**src/hdl/lptss_pkg.sv**
```systemverilog
// Types, constants and register map of the low-power single-shot timer.
package lptss_pkg;

   // Accumulator and arithmetic widths.
   localparam int AccWidth      = 48;
   localparam int HzWidth       = 27;
   localparam int CyclesWidth   = 16;
   localparam int PreWidth      = 3;
   localparam int DenWidth      = HzWidth + (1 << PreWidth) - 1;
   localparam int ProdWidth     = HzWidth + CyclesWidth;
   localparam int CntWidth      = 16;
   localparam int CtrlWidth     = 5;
   localparam int WordWidth     = 32;
   localparam int OffWidth      = 10;
   localparam int DivCntWidth   = $clog2(AccWidth);
   localparam int CsrIndexWidth = 1;

   // Commands.
   localparam logic [1:0] CmdRead  = 2'd0;
   localparam logic [1:0] CmdWrite = 2'd1;
   localparam logic [1:0] CmdTick  = 2'd2;

   // Configuration register indexes.
   localparam logic [CsrIndexWidth-1:0] CsrCpuHz = 1'b0;
   localparam logic [CsrIndexWidth-1:0] CsrSrcHz = 1'b1;

   // Register offsets.
   localparam logic [OffWidth-1:0] OffIsr  = 10'h000;
   localparam logic [OffWidth-1:0] OffIcr  = 10'h004;
   localparam logic [OffWidth-1:0] OffIer  = 10'h008;
   localparam logic [OffWidth-1:0] OffCfgr = 10'h00C;
   localparam logic [OffWidth-1:0] OffCr   = 10'h010;
   localparam logic [OffWidth-1:0] OffArr  = 10'h018;
   localparam logic [OffWidth-1:0] OffCnt  = 10'h01C;

   localparam logic [2:0] AccessWord = 3'd4;

   // Register fields.
   localparam logic [CtrlWidth-1:0] CtrlMask = 5'h13;
   localparam int CtrlEnBit     = 0;
   localparam int CtrlSstartBit = 1;
   localparam int CtrlRorBit    = 4;
   localparam int IcrClrBit     = 1;
   localparam int IerBit        = 1;
   localparam int IsrBit        = 1;
   localparam int PreLsb        = 9;

   // Reset values.
   localparam logic [CntWidth-1:0] ReloadReset = 16'hFFFF;
   localparam logic [HzWidth-1:0]  CpuHzReset  = 27'd24000000;
   localparam logic [HzWidth-1:0]  SrcHzReset  = 27'd32768;

   // One input item.
   typedef struct packed {
      logic [1:0]             cmd;
      logic                   bus_clock_on;
      logic [OffWidth-1:0]    reg_offset;
      logic [2:0]             access_size;
      logic [WordWidth-1:0]   write_data;
      logic [CyclesWidth-1:0] elapsed_cycles;
   } req_type;

   // One result item.
   typedef struct packed {
      logic                 accepted;
      logic [WordWidth-1:0] read_data;
      logic                 irq_pulse;
   } rsp_type;

   // Controller to datapath commands.
   typedef struct packed {
      logic load_item;
      logic start_mul;
      logic start_div;
      logic div_step;
      logic commit_bus;
      logic commit_tick;
   } lptss_cmd_type;

   // Datapath to controller status.
   typedef struct packed {
      logic tick_run;
   } lptss_status_type;

endpackage

```
**src/hdl/lptss_datapath.sv**
```systemverilog
// Datapath: registers, bus decode, multiplier and restoring divider.
module lptss_datapath (
   input  logic                               clock,
   input  logic                               reset,
   input  lptss_pkg::req_type                 req_data,
   input  logic                               csr_we,
   input  logic [lptss_pkg::CsrIndexWidth-1:0] csr_index,
   input  logic [lptss_pkg::HzWidth-1:0]      csr_wdata,
   input  lptss_pkg::lptss_cmd_type           cmd,
   output lptss_pkg::lptss_status_type        status,
   output lptss_pkg::rsp_type                 rsp_data
);
   import lptss_pkg::*;

   // Configuration and architectural state.
   logic [HzWidth-1:0]   cpu_hz_ff, src_hz_ff;
   logic                 match_ff, match_in;
   logic                 irqen_ff, irqen_in;
   logic [WordWidth-1:0] cfg_ff, cfg_in;
   logic [CtrlWidth-1:0] ctrl_ff, ctrl_in;
   logic [CntWidth-1:0]  reload_ff, reload_in;
   logic [CntWidth-1:0]  count_ff, count_in;
   logic [AccWidth-1:0]  acc_ff, acc_in;

   // Work registers for one item.
   req_type              item_ff;
   logic [ProdWidth-1:0] prod_ff;
   logic [AccWidth-1:0]  quo_ff, quo_in;
   logic [DenWidth-1:0]  rem_ff, rem_in;
   logic [DenWidth-1:0]  den_ff;
   rsp_type              rsp_ff, rsp_in;

   // Bus decode signals.
   logic                 bus_ok;
   logic                 rd_hit, wr_hit;
   logic [WordWidth-1:0] rd_value;

   // Divider step signals.
   logic [DenWidth:0]    trial;
   logic [DenWidth:0]    diff;
   logic                 ge;

   // Tick result signals.
   logic [CntWidth-1:0]  room;
   logic                 overflow;
   logic [PreWidth-1:0]  prescale;

   assign prescale = cfg_ff[PreLsb +: PreWidth];
   assign bus_ok   = item_ff.bus_clock_on && (item_ff.access_size == AccessWord);

   assign status.tick_run = (item_ff.cmd == CmdTick) && item_ff.bus_clock_on &&
                            ctrl_ff[CtrlEnBit] && ctrl_ff[CtrlSstartBit] &&
                            (cpu_hz_ff != '0) && (src_hz_ff != '0);

   // Read decode of the register window.
   always_comb begin
      rd_hit   = 1'b1;
      rd_value = '0;
      case (item_ff.reg_offset)
         OffIsr:  rd_value[IsrBit] = match_ff;
         OffIcr:  rd_value = '0;
         OffIer:  rd_value[IerBit] = irqen_ff;
         OffCfgr: rd_value = cfg_ff;
         OffCr:   rd_value = WordWidth'(ctrl_ff);
         OffArr:  rd_value = WordWidth'(reload_ff);
         OffCnt:  rd_value = WordWidth'(count_ff);
         default: rd_hit = 1'b0;
      endcase
   end

   // Write offsets that exist.
   always_comb begin
      case (item_ff.reg_offset)
         OffIcr, OffIer, OffCfgr, OffCr, OffArr: wr_hit = 1'b1;
         default:                                wr_hit = 1'b0;
      endcase
   end

   // One restoring division step: shift in the next dividend bit and try a subtract.
   assign trial = {rem_ff, quo_ff[AccWidth-1]};
   assign diff  = trial - {1'b0, den_ff};
   assign ge    = !diff[DenWidth];

   // Room left before the reload value, and whether the quotient goes past it.
   assign room     = (count_ff < reload_ff) ? (reload_ff - count_ff) : '0;
   assign overflow = (|quo_ff[AccWidth-1:CntWidth]) || (quo_ff[CntWidth-1:0] > room);

   // Next-state logic for the datapath registers.
   always_comb begin
      match_in  = match_ff;
      irqen_in  = irqen_ff;
      cfg_in    = cfg_ff;
      ctrl_in   = ctrl_ff;
      reload_in = reload_ff;
      count_in  = count_ff;
      acc_in    = acc_ff;
      quo_in    = quo_ff;
      rem_in    = rem_ff;
      rsp_in    = rsp_ff;

      if (cmd.start_div) begin
         quo_in = acc_ff + AccWidth'(prod_ff);
         rem_in = '0;
      end else if (cmd.div_step) begin
         quo_in = {quo_ff[AccWidth-2:0], ge};
         rem_in = ge ? diff[DenWidth-1:0] : trial[DenWidth-1:0];
      end

      if (cmd.commit_bus) begin
         rsp_in = '0;
         if (item_ff.cmd == CmdRead && bus_ok && rd_hit) begin
            rsp_in.accepted  = 1'b1;
            rsp_in.read_data = rd_value;
            if (item_ff.reg_offset == OffCnt && ctrl_ff[CtrlRorBit]) begin
               count_in = '0;
            end
         end else if (item_ff.cmd == CmdWrite && bus_ok && wr_hit) begin
            rsp_in.accepted = 1'b1;
            case (item_ff.reg_offset)
               OffIcr: begin
                  if (item_ff.write_data[IcrClrBit]) begin
                     match_in = 1'b0;
                  end
               end
               OffIer:  irqen_in = item_ff.write_data[IerBit];
               OffCfgr: cfg_in = item_ff.write_data;
               OffCr: begin
                  if (!item_ff.write_data[CtrlEnBit]) begin
                     count_in = '0;
                     acc_in   = '0;
                  end
                  ctrl_in = item_ff.write_data[CtrlWidth-1:0] & CtrlMask;
               end
               OffArr:  reload_in = item_ff.write_data[CntWidth-1:0];
               default: rsp_in.accepted = 1'b0;
            endcase
         end
      end

      if (cmd.commit_tick) begin
         rsp_in = '0;
         acc_in = AccWidth'(rem_ff);
         if (overflow) begin
            count_in               = '0;
            match_in               = 1'b1;
            ctrl_in[CtrlSstartBit] = 1'b0;
            rsp_in.irq_pulse       = irqen_ff;
         end else begin
            count_in = count_ff + quo_ff[CntWidth-1:0];
         end
      end
   end

   // Configuration and architectural registers.
   always_ff @(posedge clock) begin
      if (reset) begin
         cpu_hz_ff <= CpuHzReset;
         src_hz_ff <= SrcHzReset;
         match_ff  <= 1'b0;
         irqen_ff  <= 1'b0;
         cfg_ff    <= '0;
         ctrl_ff   <= '0;
         reload_ff <= ReloadReset;
         count_ff  <= '0;
         acc_ff    <= '0;
      end else begin
         if (csr_we && csr_index == CsrCpuHz) begin
            cpu_hz_ff <= csr_wdata;
         end
         if (csr_we && csr_index == CsrSrcHz) begin
            src_hz_ff <= csr_wdata;
         end
         match_ff  <= match_in;
         irqen_ff  <= irqen_in;
         cfg_ff    <= cfg_in;
         ctrl_ff   <= ctrl_in;
         reload_ff <= reload_in;
         count_ff  <= count_in;
         acc_ff    <= acc_in;
      end
   end

   // Payload registers: item, product, divider and result.
   always_ff @(posedge clock) begin
      if (cmd.load_item) begin
         item_ff <= req_data;
      end
      if (cmd.start_mul) begin
         prod_ff <= ProdWidth'(item_ff.elapsed_cycles) * ProdWidth'(src_hz_ff);
      end
      if (cmd.start_div) begin
         den_ff <= DenWidth'(cpu_hz_ff) << prescale;
      end
      quo_ff <= quo_in;
      rem_ff <= rem_in;
      rsp_ff <= rsp_in;
   end

   assign rsp_data = rsp_ff;

endmodule

```
**src/hdl/lptss_ctrl.sv**
```systemverilog
// Controller: sequences each item and owns the result valid flag.
module lptss_ctrl (
   input  logic                        clock,
   input  logic                        reset,
   input  logic                        req_valid,
   output logic                        req_ready,
   output logic                        rsp_valid,
   input  logic                        rsp_ready,
   input  lptss_pkg::lptss_status_type status,
   output lptss_pkg::lptss_cmd_type    cmd
);
   import lptss_pkg::*;

   typedef enum logic [5:0] {
      StIdle = 6'b000001,
      StExec = 6'b000010,
      StAdd  = 6'b000100,
      StDiv  = 6'b001000,
      StDone = 6'b010000,
      StHold = 6'b100000
   } state_type;

   state_type              state_ff, state_in;
   logic [DivCntWidth-1:0] bit_cnt_ff, bit_cnt_in;
   logic                   rsp_valid_ff, rsp_valid_in;
   logic                   out_free;

   // The result register can take a new value when empty or being drained.
   assign out_free  = !rsp_valid_ff || rsp_ready;
   assign req_ready = (state_ff == StIdle);
   assign rsp_valid = rsp_valid_ff;

   // Sequencing of one item.
   always_comb begin
      state_in   = state_ff;
      bit_cnt_in = bit_cnt_ff;
      cmd        = '0;
      case (state_ff)
         StIdle: begin
            if (req_valid) begin
               cmd.load_item = 1'b1;
               state_in      = StExec;
            end
         end
         StExec: begin
            if (status.tick_run) begin
               cmd.start_mul = 1'b1;
               state_in      = StAdd;
            end else if (out_free) begin
               cmd.commit_bus = 1'b1;
               state_in       = StIdle;
            end else begin
               state_in = StHold;
            end
         end
         StHold: begin
            if (out_free) begin
               cmd.commit_bus = 1'b1;
               state_in       = StIdle;
            end
         end
         StAdd: begin
            cmd.start_div = 1'b1;
            bit_cnt_in    = '0;
            state_in      = StDiv;
         end
         StDiv: begin
            cmd.div_step = 1'b1;
            bit_cnt_in   = bit_cnt_ff + 1'b1;
            if (bit_cnt_ff == DivCntWidth'(AccWidth - 1)) begin
               state_in = StDone;
            end
         end
         StDone: begin
            if (out_free) begin
               cmd.commit_tick = 1'b1;
               state_in        = StIdle;
            end
         end
         default: state_in = StIdle;
      endcase
   end

   // Result valid flag.
   always_comb begin
      if (cmd.commit_bus || cmd.commit_tick) begin
         rsp_valid_in = 1'b1;
      end else if (rsp_ready) begin
         rsp_valid_in = 1'b0;
      end else begin
         rsp_valid_in = rsp_valid_ff;
      end
   end

   always_ff @(posedge clock) begin
      if (reset) begin
         state_ff     <= StIdle;
         bit_cnt_ff   <= '0;
         rsp_valid_ff <= 1'b0;
      end else begin
         state_ff     <= state_in;
         bit_cnt_ff   <= bit_cnt_in;
         rsp_valid_ff <= rsp_valid_in;
      end
   end

endmodule

```
**src/hdl/low_power_timer_single_shot.sv**
```systemverilog
// Low-power single-shot timer: a register window that is read and written by bus
// transfers and advanced by tick transfers. A bus access, a refused access and a
// tick that finds the timer stopped have their result registered when the
// execute or hold state commits it, then the block returns to idle for the next
// transfer. A running tick has its result registered after the cycles-times-frequency
// multiply, the accumulator add, the restoring divider with one quotient bit per
// cycle over the 48-bit accumulator, and the commit; it then returns to idle.
// The result sits in an output register, so the next transfer is taken while it
// waits; an item that finishes while that register still holds an unaccepted
// result waits for as long as the result side stalls.
// Both clock frequency registers are written on the csr_ port.
module low_power_timer_single_shot (
   input  logic                                clock,
   input  logic                                reset,
   input  logic                                req_valid,
   output logic                                req_ready,
   input  lptss_pkg::req_type                  req_data,
   output logic                                rsp_valid,
   input  logic                                rsp_ready,
   output lptss_pkg::rsp_type                  rsp_data,
   input  logic                                csr_we,
   input  logic [lptss_pkg::CsrIndexWidth-1:0] csr_index,
   input  logic [lptss_pkg::HzWidth-1:0]       csr_wdata
);
   import lptss_pkg::*;

   lptss_cmd_type    cmd;
   lptss_status_type status;

   // Sequencer.
   lptss_ctrl u_ctrl (
      .clock     (clock),
      .reset     (reset),
      .req_valid (req_valid),
      .req_ready (req_ready),
      .rsp_valid (rsp_valid),
      .rsp_ready (rsp_ready),
      .status    (status),
      .cmd       (cmd)
   );

   // Registers and arithmetic.
   lptss_datapath u_datapath (
      .clock     (clock),
      .reset     (reset),
      .req_data  (req_data),
      .csr_we    (csr_we),
      .csr_index (csr_index),
      .csr_wdata (csr_wdata),
      .cmd       (cmd),
      .status    (status),
      .rsp_data  (rsp_data)
   );

endmodule

```
**config.mk**
```make
export PLATFORM = sky130hd
export DESIGN_NAME = low_power_timer_single_shot
export DESIGN_NICKNAME = d
export VERILOG_FILES = /design/src/hdl/lptss_pkg.sv /design/src/hdl/lptss_datapath.sv /design/src/hdl/lptss_ctrl.sv /design/src/hdl/low_power_timer_single_shot.sv
export SDC_FILE = /design/constraint.sdc
export NUM_CORES = 2
export LEC_CHECK = 0
export BUFFER_PORTS_ARGS = -buffer_cell sky130_fd_sc_hd__buf_4
export CAP_MARGIN = 15
export CORE_ASPECT_RATIO = 1.75
export CORE_MARGIN = 2
export CORE_UTILIZATION = 50
export DETAILED_ROUTE_END_ITERATION = 7
export PLACE_DENSITY = 0.67
export SLEW_MARGIN = 25
export SYNTH_ARGS = -nofsm -noshare
export SYNTH_HDL_FRONTEND = slang
export SYNTH_SLANG_ARGS = --single-unit
```
**constraint.sdc**
```tcl
create_clock -name clock -period 15.14 [get_ports clock]
set_input_delay 1.514 -clock clock [delete_from_list [all_inputs] [get_ports clock]]
set_output_delay 1.514 -clock clock [all_outputs]
set_load 0.02 [all_outputs]
```
Yosys cells after proc, flatten, opt, wreduce, memory -nomap -nowiden. Cells that the tools add are included.

$add $sub $neg: 5. Multiply operators: 1. Div/mod/pow operators: 0. Order comparisons: 2. Equal/unequal tests: 23. Shifts and indexed selects: 1. Multiplexer cells: 61. Bitwise logic cells: 2. Reductions and logical operators: 41.

Operators with widths (count): $mux W34 (7); $mux W16 (9); $pmux W30 S4 (1); $mux W48 (2); $reduce_bool A27 Y1 (2); $add A34 B43 Y44 (1); $mul A16 B27 Y43 (1); $sub A35 B34 Y35 (1); $shl A27 B3 Y34 (1); $mux W32 (1); $reduce_or A32 Y1 (1); $eq A10 B5 Y1 const B (3); $mux W6 (5); $pmux W6 S5 (1); $mux W1 (27); $eq A10 B4 Y1 const B (2); $add A16 B16 Y16 (1); $gt A16 B16 Y1 (1); $lt A16 B16 Y1 (1); $reduce_and A4 Y1 (4); $sub A16 B16 Y16 (1); $logic_and A1 B1 Y1 (13); $eq A6 B6 Y1 const B (2); $pmux W6 S2 (1); 29 further kinds (47).

Register bits after elaboration: 427. Bits in latches: 0. Bits in writable memories: 0. Bits in read-only memories: 0. Input bits: 97. Output and inout bits: 36. Word-level logic and storage cells: 162. Memories kept: 0.

Longest topological paths before layout.
Word-level depth: 11. Gate-level depth with buffers: 25. Gate-level depth less buffers: 24.

By module. A second synthesis with hierarchy kept.

Cells, all modules: 3856. Area, all modules: 35854.4 um^2.

By module, submodules not included: lptss_datapath (times used 1, cells each 3760, area an instance 35072.4 um^2, seq. area each 10189.8 um^2); lptss_ctrl (times used 1, cells each 96, area an instance 782.0 um^2, seq. area each 260.2 um^2).

Worst setup path before layout. OpenSTA, ideal clock, no wires.

Path type: register to register. Start: reg u_datapath.item_ff[7] (netlist name). End: reg u_datapath.prod_ff[39], data pin. Library setup time: 260 ps. Arrival time: 6143 ps. Data required time: 14880 ps. Slack: 8738 ps. Cell stages (with the launch flop): 26. Path buffers: 2. Clock period less this slack: 6402 ps. Cells stage by stage: edfxtp_1 clkbuf_1 clkbuf_1 nand2_1 fa_1 inv_1 fa_1 inv_1 fa_1 inv_1 fa_1 fa_1 inv_1 fa_1 inv_1 ha_1 a211oi_1 o21ai_0 a31oi_1 o211ai_2 a31oi_4 o311ai_2 and2_1 a221o_1 a21oi_2 xnor2_1.

Cells in the longest elaborated chain, start to end: 1.

RTL lines: from (decl) (line lptss_datapath.sv:26) `req_type item_ff;`; from (signal assigned) (line lptss_datapath.sv:186) `item_ff <= req_data;`; $mul A16 B27 Y43 (line lptss_datapath.sv:189) `prod_ff <= ProdWidth'(item_ff.elapsed_cycles) * ProdWidth'(src_hz_ff);`; to (signal assigned) (line lptss_datapath.sv:189); to (decl) (line lptss_datapath.sv:27) `logic [ProdWidth-1:0] prod_ff;`.

No other way between the ends. A chain may end at the register's enable or synchronous reset.

Final worst setup path.
Start: reg u_datapath.src_hz_ff[12]. End: reg u_datapath.prod_ff[42], data pin.

Cells in the longest elaborated chain, start to end: 1.

RTL lines: from (decl) (line lptss_datapath.sv:16) `logic [HzWidth-1:0] cpu_hz_ff, src_hz_ff;`; from (signal assigned) (line lptss_datapath.sv:158) `src_hz_ff <= SrcHzReset;`; from (signal assigned) (line lptss_datapath.sv:171) `src_hz_ff <= csr_wdata;`; $mul A16 B27 Y43 (line lptss_datapath.sv:189).

No other way between the ends.

==> flow_summary_export.csv <==
group,metric,value,unit
setup_path,critical_path.reg2reg.startpoint,"u_datapath.src_hz_ff[12]",
setup_path,path_cells,"and2_1, fa_1, inv_1, fa_1, fa_1, inv_1, fa_1, fa_1, inv_1, fa_1, inv_1, ha_1, a21o_1, a21o_1, a21oi_1, o21ai_1, a32oi_1, o2111ai_1, a31oi_2, nor4b_1, a211oi_1, xnor2_1",
clock_tree,cts-root-to-sink-buffers,3,
floorplanning,die_height,356.4,um
worst_hold_path,min_delay_worst_type,"register to register",
global_routing,number_of_global_route_vias_before_repair,28020,
global_routing,antenna_found_initial,0,
setup_path,cp-startpoint,"u_datapath.src_hz_ff[12]",
clock_tree,tritoncts,"done",
floorplanning,top_level_ports,133,
synth,synth_enable_flop_cells,190,
global_routing,grt.overflow.total,0,
job,cap_viol_max_count,0,
setup_path,worst_setup_path_start_kind,"register",
setup_path,worstPathMaxFanout,18,
synth,yosysSeqAreaShare,29.46,%
finish,mostFrequentLayoutCells,"nand2_1 (646), inv_1 (468), fa_1 (352), dfxtp_1 (236), ha_1 (231)",
clock_tree,cts.repair.resized,0,
detailed_routing,postRouteAntennaNets,0,
detailed_routing,wl,95090,um
global_routing,grt_most_used_layer,"met2",
floorplanning,die-area,0.07318,mm2
synth,synth.net_count,4468,
finish,final_layout_size_suffix_gt1_share,8.809,%
clock_tree,holdBufCountCts,0,
floorplanning,rows,129,
timing,layout_worst_path_cycle_share,46.44,%
finish,post-route-cell-area,0.03883,mm2
finish,layout_commonest_cell,"nand2_1",
clock_tree,clk_pin_slew,0.07,ns
power,peakVddDrop,0.00009612,V
clock_tree,clock_tree_root_driver_cell,"clkbuf_16",
timing,rsz0062_at_grt,"false",
global_routing,globalRouteTotalUtil,26.13,%
synth,synth_flop_cell,"dfxtp_1",
placement,place_hpwl,73000,um
detailed_routing,viasPerCell,5.653,
setup_path,critical-path-max-stage-delay,0.92,ns
clock_tree,cts_inserted_buffers,44,
finish,final_net_count,4515,
detailed_routing,drt_first_pass_iters,5,
worst_hold_path,worst_hold_startpoint,"u_datapath.cfg_ff[20]",
timing,hold_viol_final,0,
timing,setup_viol,0,
clock_tree,clock_sinks,427,
detailed_routing,wl_per_cell,19.86,um
global_routing,grt_first_pass_wirelength,148500,um
detailed_routing,drc,0,
floorplanning,die_width,205.4,um
clock_tree,clock_latency,0.61,ns
finish,synthesis_to_layout_area_growth,9.467,%
global_routing,grt.met3_usage,3.279,%
placement,io_buffer_count,132,
detailed_routing,route.vias.total,27070,
timing,setup-tns-final,0,ns
placement,final_weighted_congestion_in_routability_driven_placement,0.9356,
clock_tree,postCtsSetupRepairBufs,0,
finish,post_layout_nonfiller_instances,4788,
setup_path,critical-path-top-cell-by-count,"fa_1",
floorplanning,coreArea,0.07053,mm2
clock_tree,htree_levels,2,
setup_path,end_kind,"register",
setup_path,worst_ep_arrival_time,7.36,ns
synth,synth-seq-cells,427,
synth,synth.lib_cells_used.distinct,91,
timing,max-slew-margin-rel,27.71,%
global_routing,pin_count_of_the_biggest_net_entering_global_routing,83,
setup_path,critPathSlowestCell,"dfxtp_1",
timing,timing.final.max_slew_violations,0,
synth,yosysWarnings,0,
setup_path,timing.critical_path.required,15.47,ns
detailed_routing,iter_0_drt_violations,1571,
synth,netlist_instances,3788,
global_routing,globalRouteMet1Util,27.81,%
synth,synth-async-reset-ratio,0,%
placement,number_of_placed_instances_with_taps_included,4703,
timing,max_slew.worst_pin.slew,1.084,ns
placement,place_area,0.03729,mm2
floorplanning,initial_core_util,50.29,%
timing,period_needed,7.030,ns
power,power.leakage,17.03,nW
finish,antenna-diode-count,0,
power,cellPowerDensity,91.63,mW/mm2
setup_path,setup_slack_of_the_worst_register_to_register_path,8.11,ns
synth,avgSynthCellArea,9.365,um2
synth,syn-cell-area,0.03547,mm2
setup_path,critPathKind,"register to register",
timing,fin_skew,0.03433,ns
timing,clock.fmax,142.2,MHz
global_routing,grt_util_met2,49.30,%
outcome,outcome,"finished clean",
worst max-delay path: cells and delay by family, from the launching register on:
family          cells  cell delay [ns]
compound gates      8             1.91
xor+xnor            1             0.09
fa+ha+maj           7             3.21
buf+inv             4             0.24
flops               1             0.92
simple gates        2             0.38
through the flow:
| step | hold WS (ns) | power (W) | util (%) | setup slack [ns] |
|---|---|---|---|---|
| finish | 0.4516 | 0.003558 | 55.05 | 8.110 |
| global route | 0.4679 | 0.003759 | 55.05 | 7.803 |
| global placement | 0.4375 | 0.002424 | 52.86 | 8.071 |
| detailed placement | 0.4429 | 0.002438 | 52.87 | 8.014 |
| CTS | 0.4535 | 0.003583 | 54.98 | 7.980 |
| floorplan | 0.4313 | 0.002114 | - | 8.738 |
registers in the layout, summed over array words and instances, names as in the netlist, 32 cells and up:
signal,count
u_datapath.quo_ff,48
u_datapath.cfg_ff,32
u_datapath.item_ff,64
u_datapath.acc_ff,34
u_datapath.rem_ff,34
u_datapath.prod_ff,43
u_datapath.den_ff,34
u_datapath.rsp_data,34
Yosys cell counts, types with 46 or more instances:
cell type | count | area (um2)
nand2_1 | 646 | 2425
inv_1 | 470 | 1764
fa_1 | 352 | 7047
dfxtp_1 | 237 | 4745
ha_1 | 231 | 2890
and2_1 | 201 | 1257
a21oi_1 | 196 | 980.9
edfxtp_1 | 190 | 5705
clkbuf_1 | 154 | 578.1
o21ai_0 | 127 | 635.6
nor2_1 | 114 | 427.9
xnor2_1 | 82 | 718.2
a22o_1 | 81 | 709.4
a21o_1 | 54 | 405.4
mux2i_1 | 46 | 460.4
final timing paths:
check	end	cells past startpoint
worst min-delay path	u_datapath.cfg_ff[20]	2
worst max register to register	u_datapath.prod_ff[42]	22
worst min register to register	u_datapath.cfg_ff[20]	2
worst max-delay path	u_datapath.prod_ff[42]	22
logic make-up (layout without fill, tap and decap cells):
family / Yosys count / after routing / synth area share [%]
AO/OA/AOI/OAI: 694 / 694 / 13.15
XOR/XNOR: 124 / 124 / 3.062
adder cells (fa/ha/maj): 583 / 583 / 28.01
buffers and inverters: 654 / 737 / 7.054
flip-flops: 427 / 427 / 29.46
multiplexers: 86 / 86 / 3.044
AND/OR/NAND/NOR: 1220 / 1220 / 16.22
power by group:
group / total [W] / switching [W] / internal [W] / leakage (nW)
clock: 0.00114 / 0.000513 / 0.000625 / 0.728
combinational: 0.00111 / 0.000662 / 0.000444 / 12.7
sequential: 0.00131 / 0.0000453 / 0.00127 / 3.63
metal layers:
layer	wire (um)	part of all wire [%]
met1	34650	36
met2	50310	53
met3	4504	4.7
met4	5632	5.9
met5	0	0
layout make-up:
type,instances,area [um2]
tap,917,1147
clock inverter,28,337.8
fill,6394,31700
sequential,427,10450
inverter,470,1765
timing repair buffer,185,1416
multi-input combinational,2707,22570
clock buffer,54,1149
Note: power is estimated with default switching activity, not from simulation.
